<file path="config.mk">
export PLATFORM = sky130hd
export DESIGN_NAME = executable_section_load_sequencer_flat
export DESIGN_NICKNAME = d
export VERILOG_FILES = /design/src/rtl/esls_pkg.sv /design/src/rtl/esls_if.sv /design/src/rtl/esls_hdr_store.sv /design/src/rtl/executable_section_load_sequencer.sv /design/src/flat_wrapper.sv
export VERILOG_INCLUDE_DIRS = /design/src /design/src/rtl
export SDC_FILE = /design/constraint.sdc
export NUM_CORES = 2
export LEC_CHECK = 0
export BUFFER_PORTS_ARGS = -buffer_cell sky130_fd_sc_hd__buf_2
export CORE_MARGIN = 5
export CORE_UTILIZATION = 52
export CTS_BUF_LIST = sky130_fd_sc_hd__clkbuf_8
export DETAILED_ROUTE_END_ITERATION = 8
export GPL_ROUTABILITY_DRIVEN = 0
export PLACE_DENSITY = 0.78
export RECOVER_POWER = 50
export REMOVE_ABC_BUFFERS = 1
export SLEW_MARGIN = 0
export SYNTH_ARGS = -nofsm -noshare
export SYNTH_HDL_FRONTEND = slang
export SYNTH_SLANG_ARGS = --single-unit
</file>
<file path="constraint.sdc">
create_clock -name i_clk -period 14.3 [get_ports i_clk]
set_input_delay 3.575 -clock i_clk [delete_from_list [all_inputs] [get_ports i_clk]]
set_output_delay 3.575 -clock i_clk [all_outputs]
set_load 0.01 [all_outputs]
</file>
<file path="src/rtl/executable_section_load_sequencer_defines.svh">
// ----------------------------------------------------------------------------
// Executable section load sequencer: assertion macros
// Shared concurrent assertion forms used by the sequencer RTL.
// ----------------------------------------------------------------------------
`ifndef EXECUTABLE_SECTION_LOAD_SEQUENCER_DEFINES_SVH
`define EXECUTABLE_SECTION_LOAD_SEQUENCER_DEFINES_SVH

// Same-cycle implication, disabled during reset.
`define ESLS_ASSERT_IMP(label, clk, rst_n, ante, cons, msg) \
    label: assert property (@(posedge clk) disable iff (!(rst_n)) (ante) |-> (cons)) \
        else $error(msg);

// Next-cycle implication, disabled during reset.
`define ESLS_ASSERT_NXT(label, clk, rst_n, ante, cons, msg) \
    label: assert property (@(posedge clk) disable iff (!(rst_n)) (ante) |=> (cons)) \
        else $error(msg);

`endif

</file>
<file path="src/rtl/esls_pkg.sv">
// ----------------------------------------------------------------------------
// Executable section load sequencer package
// Opcodes, register indexes, widths and the result record.
// ----------------------------------------------------------------------------
package esls_pkg;

    localparam int DEF_TEXT_SECTIONS = 7;
    localparam int DEF_DATA_SECTIONS = 11;

    localparam int STORE_DEPTH = 64;
    localparam int STORE_AW    = 6;
    // Layout index: up to 3 * (16 + 16) + 2 entries
    localparam int HDR_IDX_W   = 7;
    // Section cursor: holds counts up to 16
    localparam int CUR_W       = 5;

    localparam logic [31:0] INFO_DISC_OFFSET = 32'h0000_0420;
    localparam logic [31:0] INFO_BYTES       = 32'd32;
    localparam logic [31:0] HEADER_BYTES     = 32'd256;
    localparam logic [31:0] ROUND_MASK       = 32'd31;

    typedef enum logic [1:0] {
        OP_NEXT      = 2'd0,
        OP_INFO_FILL = 2'd1,
        OP_HDR_FILL  = 2'd2,
        OP_UNUSED    = 2'd3
    } t_opcode;

    typedef enum logic {
        CFG_INFO_BUF = 1'b0,
        CFG_HDR_BUF  = 1'b1
    } t_cfg_index;

    typedef struct packed {
        logic                read_request;
        logic [31:0]         dest_address;
        logic [31:0]         read_length;
        logic [31:0]         disc_offset;
        logic [31:0]         entry_point;
        logic                clear_bss;
        logic [31:0]         bss_address;
        logic [31:0]         bss_length;
    } t_result;

    typedef struct packed {
        logic                en;
        logic [STORE_AW-1:0] idx;
        logic [31:0]         data;
    } t_store_wr;

endpackage

</file>
<file path="src/rtl/esls_if.sv">
// ----------------------------------------------------------------------------
// Executable section load sequencer channels
// Request, result and configuration channels with valid/ready handshake.
// ----------------------------------------------------------------------------
interface esls_in_if;
    logic        valid;
    logic        ready;
    logic [1:0]  opcode;
    logic [5:0]  word_index;
    logic [31:0] word_value;

    modport source (output valid, opcode, word_index, word_value, input ready);
    modport sink   (input valid, opcode, word_index, word_value, output ready);
endinterface

interface esls_out_if;
    logic        valid;
    logic        ready;
    logic        read_request;
    logic [31:0] dest_address;
    logic [31:0] read_length;
    logic [31:0] disc_offset;
    logic [31:0] entry_point;
    logic        clear_bss;
    logic [31:0] bss_address;
    logic [31:0] bss_length;

    modport source (output valid, read_request, dest_address, read_length, disc_offset,
                    entry_point, clear_bss, bss_address, bss_length, input ready);
    modport sink   (input valid, read_request, dest_address, read_length, disc_offset,
                    entry_point, clear_bss, bss_address, bss_length, output ready);
endinterface

interface esls_cfg_if;
    logic        valid;
    logic        ready;
    logic        index;
    logic [31:0] data;

    modport source (output valid, index, data, input ready);
    modport sink   (input valid, index, data, output ready);
endinterface

</file>
<file path="src/rtl/esls_hdr_store.sv">
// ----------------------------------------------------------------------------
// Header word store
// 64 x 32 synchronous memory with per-entry valid bits; one write port and
// one registered read port. Unwritten or out-of-range entries read as zero.
// ----------------------------------------------------------------------------
module esls_hdr_store
    import esls_pkg::*;
(
    input  logic                 i_clk,
    input  logic                 i_rst_n,
    input  t_store_wr            i_wr,
    input  logic [HDR_IDX_W-1:0] i_rd_idx,
    output logic [31:0]          o_rd_data
);

    logic [31:0]            r_mem [STORE_DEPTH];
    logic [STORE_DEPTH-1:0] r_valid;
    logic [31:0]            r_q;
    logic                   r_hit;
    logic                   rd_in_range;

    assign rd_in_range = (i_rd_idx < HDR_IDX_W'(STORE_DEPTH));

    always_ff @(posedge i_clk) begin
        if (i_wr.en) begin
            r_mem[i_wr.idx] <= i_wr.data;
        end
        r_q <= r_mem[i_rd_idx[STORE_AW-1:0]];
    end

    always_ff @(posedge i_clk) begin
        if (!i_rst_n) begin
            r_valid <= '0;
            r_hit   <= 1'b0;
        end else begin
            if (i_wr.en) begin
                r_valid[i_wr.idx] <= 1'b1;
            end
            r_hit <= rd_in_range && r_valid[i_rd_idx[STORE_AW-1:0]];
        end
    end

    assign o_rd_data = r_hit ? r_q : 32'd0;

endmodule

</file>
<file path="src/rtl/executable_section_load_sequencer.sv">
// ----------------------------------------------------------------------------
// Executable section load sequencer
// Answers each next request with one disc read command (disc info, header,
// then every nonzero text and data section) and finally the entry point, with
// a bss clear request when bss address and size are both nonzero.
// ----------------------------------------------------------------------------
// Header words live in a 64-entry synchronous store. A fill is handled in
// ST_IDLE. A next request in the info, header or done phase stages its result
// in ST_EMIT, which loads the output register once it is free. In the text and
// data phases each header entry is scanned in ST_SCAN (size read) and ST_SIZE
// (checked against the store's registered read port); a nonzero section adds
// two more reads (address, offset). The finish request scans all remaining
// entries, then reads entry, bss address and bss size. One request is worked
// on at a time; a pending result waits in the output register while the next
// request is accepted. Configuration writes are taken in every cycle.
// ----------------------------------------------------------------------------
`include "executable_section_load_sequencer_defines.svh"

module executable_section_load_sequencer
    import esls_pkg::*;
#(
    parameter int TEXT_SECTIONS = DEF_TEXT_SECTIONS,
    parameter int DATA_SECTIONS = DEF_DATA_SECTIONS
) (
    input  logic       i_clk,
    input  logic       i_rst_n,
    esls_in_if.sink    i_in,
    esls_cfg_if.sink   i_cfg,
    esls_out_if.source o_res
);

    localparam int SECTS = TEXT_SECTIONS + DATA_SECTIONS;

    localparam logic [HDR_IDX_W-1:0] TXT_OFF_BASE  = HDR_IDX_W'(0);
    localparam logic [HDR_IDX_W-1:0] DAT_OFF_BASE  = HDR_IDX_W'(TEXT_SECTIONS);
    localparam logic [HDR_IDX_W-1:0] TXT_ADDR_BASE = HDR_IDX_W'(SECTS);
    localparam logic [HDR_IDX_W-1:0] DAT_ADDR_BASE = HDR_IDX_W'(SECTS + TEXT_SECTIONS);
    localparam logic [HDR_IDX_W-1:0] TXT_SIZE_BASE = HDR_IDX_W'(2 * SECTS);
    localparam logic [HDR_IDX_W-1:0] DAT_SIZE_BASE = HDR_IDX_W'(2 * SECTS + TEXT_SECTIONS);
    localparam logic [HDR_IDX_W-1:0] BSS_ADDR_IDX  = HDR_IDX_W'(3 * SECTS);
    localparam logic [HDR_IDX_W-1:0] BSS_SIZE_IDX  = HDR_IDX_W'(3 * SECTS + 1);
    localparam logic [HDR_IDX_W-1:0] ENTRY_IDX     = HDR_IDX_W'(3 * SECTS + 2);
    localparam logic [CUR_W-1:0]     TEXT_CNT      = CUR_W'(TEXT_SECTIONS);
    localparam logic [CUR_W-1:0]     DATA_CNT      = CUR_W'(DATA_SECTIONS);

    typedef enum logic [2:0] {
        PH_INFO, PH_HEADER, PH_TEXT, PH_DATA, PH_DONE
    } t_phase;

    typedef enum logic [3:0] {
        ST_IDLE, ST_SCAN, ST_SIZE, ST_ADDR, ST_OFF,
        ST_FIN_ENTRY, ST_FIN_BSS_ADDR, ST_FIN_BSS_SIZE, ST_EMIT
    } t_state;

    t_state               r_state;
    t_phase               r_phase;
    logic [CUR_W-1:0]     r_cursor;
    logic [31:0]          r_exec_off;
    logic [31:0]          r_saved_entry;
    logic [31:0]          r_info_buf;
    logic [31:0]          r_hdr_buf;
    t_result              r_res;
    t_result              r_out;
    logic                 r_out_valid;

    logic                 in_fire;
    logic                 out_free;
    logic                 grp_data;
    logic [CUR_W-1:0]     grp_cnt;
    logic [HDR_IDX_W-1:0] off_base;
    logic [HDR_IDX_W-1:0] addr_base;
    logic [HDR_IDX_W-1:0] size_base;
    logic [HDR_IDX_W-1:0] rd_idx;
    logic [31:0]          rd_data;
    t_store_wr            st_wr;

    assign i_in.ready  = (r_state == ST_IDLE);
    assign i_cfg.ready = 1'b1;
    assign in_fire     = i_in.valid && i_in.ready;
    assign out_free    = !r_out_valid || o_res.ready;

    assign grp_data  = (r_phase == PH_DATA);
    assign grp_cnt   = grp_data ? DATA_CNT : TEXT_CNT;
    assign off_base  = grp_data ? DAT_OFF_BASE : TXT_OFF_BASE;
    assign addr_base = grp_data ? DAT_ADDR_BASE : TXT_ADDR_BASE;
    assign size_base = grp_data ? DAT_SIZE_BASE : TXT_SIZE_BASE;

    assign st_wr.en   = in_fire && (t_opcode'(i_in.opcode) == OP_HDR_FILL);
    assign st_wr.idx  = i_in.word_index;
    assign st_wr.data = i_in.word_value;

    // Read address for the data consumed in the following state
    always_comb begin
        case (r_state)
            ST_SCAN: begin
                rd_idx = (r_cursor < grp_cnt) ? (size_base + HDR_IDX_W'(r_cursor))
                                              : ENTRY_IDX;
            end
            ST_SIZE:         rd_idx = addr_base + HDR_IDX_W'(r_cursor);
            ST_ADDR:         rd_idx = off_base + HDR_IDX_W'(r_cursor);
            ST_FIN_ENTRY:    rd_idx = BSS_ADDR_IDX;
            ST_FIN_BSS_ADDR: rd_idx = BSS_SIZE_IDX;
            default:         rd_idx = '0;
        endcase
    end

    esls_hdr_store u_store (
        .i_clk     (i_clk),
        .i_rst_n   (i_rst_n),
        .i_wr      (st_wr),
        .i_rd_idx  (rd_idx),
        .o_rd_data (rd_data)
    );

    // Configuration registers
    always_ff @(posedge i_clk) begin
        if (!i_rst_n) begin
            r_info_buf <= '0;
            r_hdr_buf  <= '0;
        end else if (i_cfg.valid) begin
            case (t_cfg_index'(i_cfg.index))
                CFG_INFO_BUF: r_info_buf <= i_cfg.data;
                CFG_HDR_BUF:  r_hdr_buf  <= i_cfg.data;
                default:      ;
            endcase
        end
    end

    always_ff @(posedge i_clk) begin
        if (!i_rst_n) begin
            r_state       <= ST_IDLE;
            r_phase       <= PH_INFO;
            r_cursor      <= '0;
            r_exec_off    <= '0;
            r_saved_entry <= '0;
            r_out_valid   <= 1'b0;
        end else begin
            // drain the output register; a staged result refills it in ST_EMIT
            if (r_out_valid && o_res.ready && (r_state != ST_EMIT)) begin
                r_out_valid <= 1'b0;
            end
            case (r_state)
                ST_IDLE: begin
                    if (in_fire) begin
                        case (t_opcode'(i_in.opcode))
                            OP_INFO_FILL: begin
                                if (i_in.word_index == '0) begin
                                    r_exec_off <= i_in.word_value;
                                end
                            end
                            OP_NEXT: begin
                                case (r_phase)
                                    PH_INFO: begin
                                        r_res   <= '{read_request: 1'b1,
                                                     dest_address: r_info_buf,
                                                     read_length:  INFO_BYTES,
                                                     disc_offset:  INFO_DISC_OFFSET,
                                                     default:      '0};
                                        r_phase <= PH_HEADER;
                                        r_state <= ST_EMIT;
                                    end
                                    PH_HEADER: begin
                                        r_res    <= '{read_request: 1'b1,
                                                      dest_address: r_hdr_buf,
                                                      read_length:  HEADER_BYTES,
                                                      disc_offset:  r_exec_off,
                                                      default:      '0};
                                        r_phase  <= PH_TEXT;
                                        r_cursor <= '0;
                                        r_state  <= ST_EMIT;
                                    end
                                    PH_TEXT, PH_DATA: begin
                                        r_res   <= '0;
                                        r_state <= ST_SCAN;
                                    end
                                    default: begin
                                        // finished: repeat entry, no bss clear
                                        r_res   <= '{entry_point: r_saved_entry,
                                                     default:     '0};
                                        r_state <= ST_EMIT;
                                    end
                                endcase
                            end
                            default: ;
                        endcase
                    end
                end
                ST_SCAN: begin
                    if (r_cursor < grp_cnt) begin
                        r_state <= ST_SIZE;
                    end else if (!grp_data) begin
                        // text group exhausted: move on to data
                        r_phase  <= PH_DATA;
                        r_cursor <= '0;
                    end else begin
                        r_state <= ST_FIN_ENTRY;
                    end
                end
                ST_SIZE: begin
                    if (rd_data == 32'd0) begin
                        r_cursor <= r_cursor + CUR_W'(1);
                        r_state  <= ST_SCAN;
                    end else begin
                        r_res.read_length <= (rd_data + ROUND_MASK) & ~ROUND_MASK;
                        r_state           <= ST_ADDR;
                    end
                end
                ST_ADDR: begin
                    r_res.dest_address <= rd_data;
                    r_state            <= ST_OFF;
                end
                ST_OFF: begin
                    r_res.read_request <= 1'b1;
                    r_res.disc_offset  <= r_exec_off + rd_data;
                    r_cursor           <= r_cursor + CUR_W'(1);
                    r_state            <= ST_EMIT;
                end
                ST_FIN_ENTRY: begin
                    r_saved_entry <= rd_data;
                    r_state       <= ST_FIN_BSS_ADDR;
                end
                ST_FIN_BSS_ADDR: begin
                    // hold bss address until the size is known
                    r_res.bss_address <= rd_data;
                    r_state           <= ST_FIN_BSS_SIZE;
                end
                ST_FIN_BSS_SIZE: begin
                    r_res.read_request <= 1'b0;
                    r_res.dest_address <= '0;
                    r_res.read_length  <= '0;
                    r_res.disc_offset  <= '0;
                    r_res.entry_point  <= r_saved_entry;
                    if ((r_res.bss_address != 32'd0) && (rd_data != 32'd0)) begin
                        r_res.clear_bss  <= 1'b1;
                        r_res.bss_length <= rd_data;
                    end else begin
                        r_res.clear_bss   <= 1'b0;
                        r_res.bss_address <= '0;
                        r_res.bss_length  <= '0;
                    end
                    r_phase <= PH_DONE;
                    r_state <= ST_EMIT;
                end
                ST_EMIT: begin
                    if (out_free) begin
                        r_out       <= r_res;
                        r_out_valid <= 1'b1;
                        r_state     <= ST_IDLE;
                    end
                end
                default: r_state <= ST_IDLE;
            endcase
        end
    end

    assign o_res.valid        = r_out_valid;
    assign o_res.read_request = r_out.read_request;
    assign o_res.dest_address = r_out.dest_address;
    assign o_res.read_length  = r_out.read_length;
    assign o_res.disc_offset  = r_out.disc_offset;
    assign o_res.entry_point  = r_out.entry_point;
    assign o_res.clear_bss    = r_out.clear_bss;
    assign o_res.bss_address  = r_out.bss_address;
    assign o_res.bss_length   = r_out.bss_length;

    `ESLS_ASSERT_IMP(a_len_aligned, i_clk, i_rst_n,
        r_out_valid && r_out.read_request, r_out.read_length[4:0] == 5'd0,
        "read length not a multiple of 32")
    `ESLS_ASSERT_IMP(a_bss_on_finish, i_clk, i_rst_n,
        r_out_valid && r_out.clear_bss,
        !r_out.read_request && (r_out.bss_address != 32'd0) && (r_out.bss_length != 32'd0),
        "bss clear outside a finish result")
    `ESLS_ASSERT_IMP(a_finish_phase, i_clk, i_rst_n,
        r_out_valid && !r_out.read_request, r_phase == PH_DONE,
        "finish result before done phase")
    `ESLS_ASSERT_IMP(a_cursor_bound, i_clk, i_rst_n,
        (r_state == ST_SIZE) || (r_state == ST_ADDR) || (r_state == ST_OFF),
        r_cursor < grp_cnt, "section cursor beyond its group")
    `ESLS_ASSERT_NXT(a_off_emits, i_clk, i_rst_n,
        r_state == ST_OFF, (r_state == ST_EMIT) && r_res.read_request,
        "section read not staged for output")

endmodule
</file>
<file path="src/flat_wrapper.sv">
// flat-port wrapper written by rule: the top's interface ports become plain ports
module executable_section_load_sequencer_flat import esls_pkg::*;
#(
    parameter int TEXT_SECTIONS = DEF_TEXT_SECTIONS,
    parameter int DATA_SECTIONS = DEF_DATA_SECTIONS
)
  (i_clk, i_rst_n, i_in_valid, i_in_opcode, i_in_word_index, i_in_word_value, i_in_ready, i_cfg_valid, i_cfg_index, i_cfg_data, i_cfg_ready, o_res_valid, o_res_read_request, o_res_dest_address, o_res_read_length, o_res_disc_offset, o_res_entry_point, o_res_clear_bss, o_res_bss_address, o_res_bss_length, o_res_ready);
  esls_in_if i_in_i ();
  esls_cfg_if i_cfg_i ();
  esls_out_if o_res_i ();
  input  logic i_clk;
  input  logic i_rst_n;
  input wire logic [$bits(i_in_i.valid)-1:0] i_in_valid;
  input wire logic [$bits(i_in_i.opcode)-1:0] i_in_opcode;
  input wire logic [$bits(i_in_i.word_index)-1:0] i_in_word_index;
  input wire logic [$bits(i_in_i.word_value)-1:0] i_in_word_value;
  output wire logic [$bits(i_in_i.ready)-1:0] i_in_ready;
  input wire logic [$bits(i_cfg_i.valid)-1:0] i_cfg_valid;
  input wire logic [$bits(i_cfg_i.index)-1:0] i_cfg_index;
  input wire logic [$bits(i_cfg_i.data)-1:0] i_cfg_data;
  output wire logic [$bits(i_cfg_i.ready)-1:0] i_cfg_ready;
  output wire logic [$bits(o_res_i.valid)-1:0] o_res_valid;
  output wire logic [$bits(o_res_i.read_request)-1:0] o_res_read_request;
  output wire logic [$bits(o_res_i.dest_address)-1:0] o_res_dest_address;
  output wire logic [$bits(o_res_i.read_length)-1:0] o_res_read_length;
  output wire logic [$bits(o_res_i.disc_offset)-1:0] o_res_disc_offset;
  output wire logic [$bits(o_res_i.entry_point)-1:0] o_res_entry_point;
  output wire logic [$bits(o_res_i.clear_bss)-1:0] o_res_clear_bss;
  output wire logic [$bits(o_res_i.bss_address)-1:0] o_res_bss_address;
  output wire logic [$bits(o_res_i.bss_length)-1:0] o_res_bss_length;
  input wire logic [$bits(o_res_i.ready)-1:0] o_res_ready;
  assign i_in_i.valid = i_in_valid;
  assign i_in_i.opcode = i_in_opcode;
  assign i_in_i.word_index = i_in_word_index;
  assign i_in_i.word_value = i_in_word_value;
  assign i_in_ready = i_in_i.ready;
  assign i_cfg_i.valid = i_cfg_valid;
  assign i_cfg_i.index = i_cfg_index;
  assign i_cfg_i.data = i_cfg_data;
  assign i_cfg_ready = i_cfg_i.ready;
  assign o_res_valid = o_res_i.valid;
  assign o_res_read_request = o_res_i.read_request;
  assign o_res_dest_address = o_res_i.dest_address;
  assign o_res_read_length = o_res_i.read_length;
  assign o_res_disc_offset = o_res_i.disc_offset;
  assign o_res_entry_point = o_res_i.entry_point;
  assign o_res_clear_bss = o_res_i.clear_bss;
  assign o_res_bss_address = o_res_i.bss_address;
  assign o_res_bss_length = o_res_i.bss_length;
  assign o_res_i.ready = o_res_ready;
  executable_section_load_sequencer #(.TEXT_SECTIONS(TEXT_SECTIONS), .DATA_SECTIONS(DATA_SECTIONS)) u_core (.i_clk(i_clk), .i_rst_n(i_rst_n), .i_in(i_in_i), .i_cfg(i_cfg_i), .o_res(o_res_i));
endmodule
</file>
==> results.cfg <==
[timing]
max_slew_margin_pct = -152
rsz0062_at_grt = no
setup_ws_ns = 6.46
min_period_ns = 7.84
final-setup-viol-count = 0
hold_viol_final = 0
max_freq_mhz = 128
tightest_slew_ns = 3.79
period_share_pct = 54.8
skew_ns = 0.0900
slew_violations = 2459

[critical_path]
startpoint = u_core.r_state[3]$_SDFFE_PN0P_
endpoint_kind = flop
endpoint = u_core.u_store.r_q[1]$_DFF_P_
cp_max_fo = 112
crit_path_start_kind = flop
crit_slowest_cell = clkbuf_1
cp.required_ns = 15.26
reg2reg_depth = 12
rrSetupSlack_ns = 6.46
path_buf_inv = 4
crit_chain = nand4bb_1 -> clkbuf_1 -> a21boi_1 -> o21a_4 -> buf_12 -> buf_4 -> buf_4 -> mux4_2 -> nand2_1 -> a32oi_1 -> nand4_1 -> a21oi_1
reg2reg_to = u_core.u_store.r_q[1]$_DFF_P_
r2r-start = u_core.r_state[3]$_SDFFE_PN0P_
crit_family = buffers and inverters
crit_arrival_ns = 8.80
crit_type = flop to flop
cpMostUsedCell = buf_4
critical-path-max-stage-delay_ns = 1.33
path_depth = 12

[floorplan]
die_h_um = 453
start_util_pct = 52.4
num_rows = 162
fp.dieW_um = 453
die-area_um2 = 206000
core_area_um2 = 195000
io_pins = 275

[synth]
synth_seq_cells = 2664
post_synth_xor_area_fraction_pct = 0.445
synthAdderAreaFrac_pct = 0.609
ys_warn_count = 0
synth_edf_count = 2426
syn_area_um2 = 102000
synth_mux_area_share_pct = 11.4
synth_top_area_cell = edfxtp_1
yosysTopAreaCellShare_pct = 71.2
ys_dominant_reg_cell = edfxtp_1
synth_seq_area_share_pct = 75.9
synth_cell_type_count = 80
syn_inst = 5775
synthSimpleGateAreaFrac_pct = 6.29
synth_compound_area_share_pct = 3.59
synth.area.top_cells = edfxtp_1, mux4_2, dfxtp_1
synth_top_family_by_area = multiplexers
synth-async-reset-ratio_pct = 0
postSynthAreaPerCell_um2 = 17.7

[detailed_routing]
detail_route.wl_per_cell_um = 28.1
postRouteAntennaNets = 0
viasPerCell = 6.19
vias = 57100
drt_iter0_markers = 8333
dr.pass1.iters = 6
drc = 0
routed_wl_mm = 260

[cells_and_area]
final_core_util_pct = 58.7
final_nets = 6407
multiInputGateArea_um2 = 23500
stdcell_count = 9234
area.sequential_um2 = 77600
fillCellCount = 13700
drive_gt1_share_pct = 22.3
final_cell_mix = edfxtp_1, nand2_1, mux4_2
layout_commonest_cell = edfxtp_1
synthToLayoutAreaGrowth_pct = 12.0

[clocking]
clock_tree.buffer_depth = 4
clock-root-buffer = clkbuf_8
htree_levels = 5
hold_buffers = 0
cts_buffers = 404
clk_pin_slew_ns = 0.06
cts_resized = 0
tritoncts = yes
clock_latency_ns = 1.09
clock-sinks = 2664
cts_setup_buffers = 0

[run]
cap_viol_max_count = 39

[placement]
port_buffers = 268
dpl.cell_count = 8499
pre_cts_ws_ns = 6.95
hpwlAfterDp_mm = 153

[global_route]
antenna_found_initial = 16
track_usage_pct = 24.9
grt_pass1_vias = 56500
grt_overflow = 0
grt_start_max_net_pins = 175
grt_pass1_wl_mm = 377

[min_path]
hold_class = flop to flop

[pwr]
total_power_uw = 14800
vdd.ir_drop.worst_uv = 141
p_per_area_nw_per_um2 = 129
power_leakage_uw = 0.0375

[outcome]
violations = max-capacitance violations, max-slew violations
status = complete, but fails checks
worst min-delay path by stage:
stage / from / slack (ns) / depth (start not counted) / to
final: u_core.r_res[158]$_DFFE_PP_ / 0.40 / 0 / u_core.o_res.read_length[29]$_DFFE_PP_
after global routing: u_core.r_res[153]$_DFFE_PP_ / 0.40 / 0 / u_core.o_res.read_length[24]$_DFFE_PP_
after CTS: u_core.r_res[158]$_DFFE_PP_ / 0.39 / 0 / u_core.o_res.read_length[29]$_DFFE_PP_
after detailed placement: u_core.r_res[19]$_SDFFCE_PN0P_ / 0.40 / 0 / u_core.o_res.bss_length[19]$_DFFE_PP_
after global placement: u_core.r_res[183]$_DFFE_PP_ / 0.40 / 0 / u_core.o_res.dest_address[22]$_DFFE_PP_
after floorplan: u_core.r_res[0]$_SDFFCE_PN0P_ / 0.40 / 0 / u_core.o_res.bss_length[0]$_DFFE_PP_
logic make-up (layout without fill, tap and decap cells):
logic type / after synthesis / in the layout
AO/OA/AOI/OAI: 563 / 563
XOR/XNOR: 52 / 52
adder cells (fa/ha/maj): 48 / 48
buffers and inverters: 360 / 1180
flip-flops: 2664 / 2664
multiplexers: 572 / 572
other: 2 / 17
AND/OR/NAND/NOR: 1514 / 1514
flip-flops by register name, indices dropped and copies added, names as in the netlist:
signal and count:
u_core.u_store.r_q 32, u_core.o_res.entry_point 32, u_core.r_phase 3, u_core.r_info_buf 32
u_core.u_store.r_mem 2048, u_core.r_state 4, u_core.u_store.r_hit 1, u_core.o_res.dest_address 32
u_core.o_res.disc_offset 32, u_core.r_cursor 5, u_core.o_res.valid 1, u_core.o_res.read_length 27
u_core.r_exec_off 32, u_core.u_store.r_valid 64, u_core.o_res.bss_length 32, u_core.r_res 189
u_core.o_res.read_request 1, u_core.o_res.clear_bss 1, u_core.r_hdr_buf 32, u_core.o_res.bss_address 32
u_core.r_saved_entry 32
cell usage after synthesis (33+ instances only):
master,n
a32oi_1,69
dfxtp_1,238
nand2_1,718
buf_4,38
o22ai_1,34
nor2b_1,36
nand3_1,129
edfxtp_1,2426
a221oi_1,39
inv_1,46
ha_1,45
nand4_1,53
nor2_1,455
or3_1,33
o21ai_0,48
buf_2,90
mux4_2,475
a21oi_1,246
mux2i_1,94
clkbuf_1,146
power by group:
| group | internal, uW | total, uW | switching, uW |
|---|---|---|---|
| combinational | 50.0 | 284 | 234 |
| sequential | 8560 | 8580 | 22.7 |
| clock | 3050 | 5910 | 2860 |
| total | 11700 | 14800 | 3110 |
routing by layer:
layer,routed length (um),up-vias,track usage (%)
li1,-,23700,-
met1,91900,28800,33.2
met2,124000,4002,39.7
met3,33100,601,6.99
met4,10500,6,9.41
met5,46,-,0
cell type report:
type	count	share of cell area (%)
inverter	47	0.155
multi-input combinational	2755	20.6
timing repair buffer	409	2.04
tap	2624	2.87
antenna	11	0.0240
sequential	2664	67.7
clock inverter	282	1.31
clock buffer	442	5.31
metrics by stage:
stage          TNS, ns  cell area [um^2]  hold WS, ns
4_1_cts              0            115000        0.393
5_1_grt              0            115000        0.405
6_report             0            115000        0.403
3_5_place_dp         0            107000        0.405
2_1_floorplan  -352.69            101000        0.400
3_3_place_gp         0            107000        0.402
(Power assumes the default switching activity.)
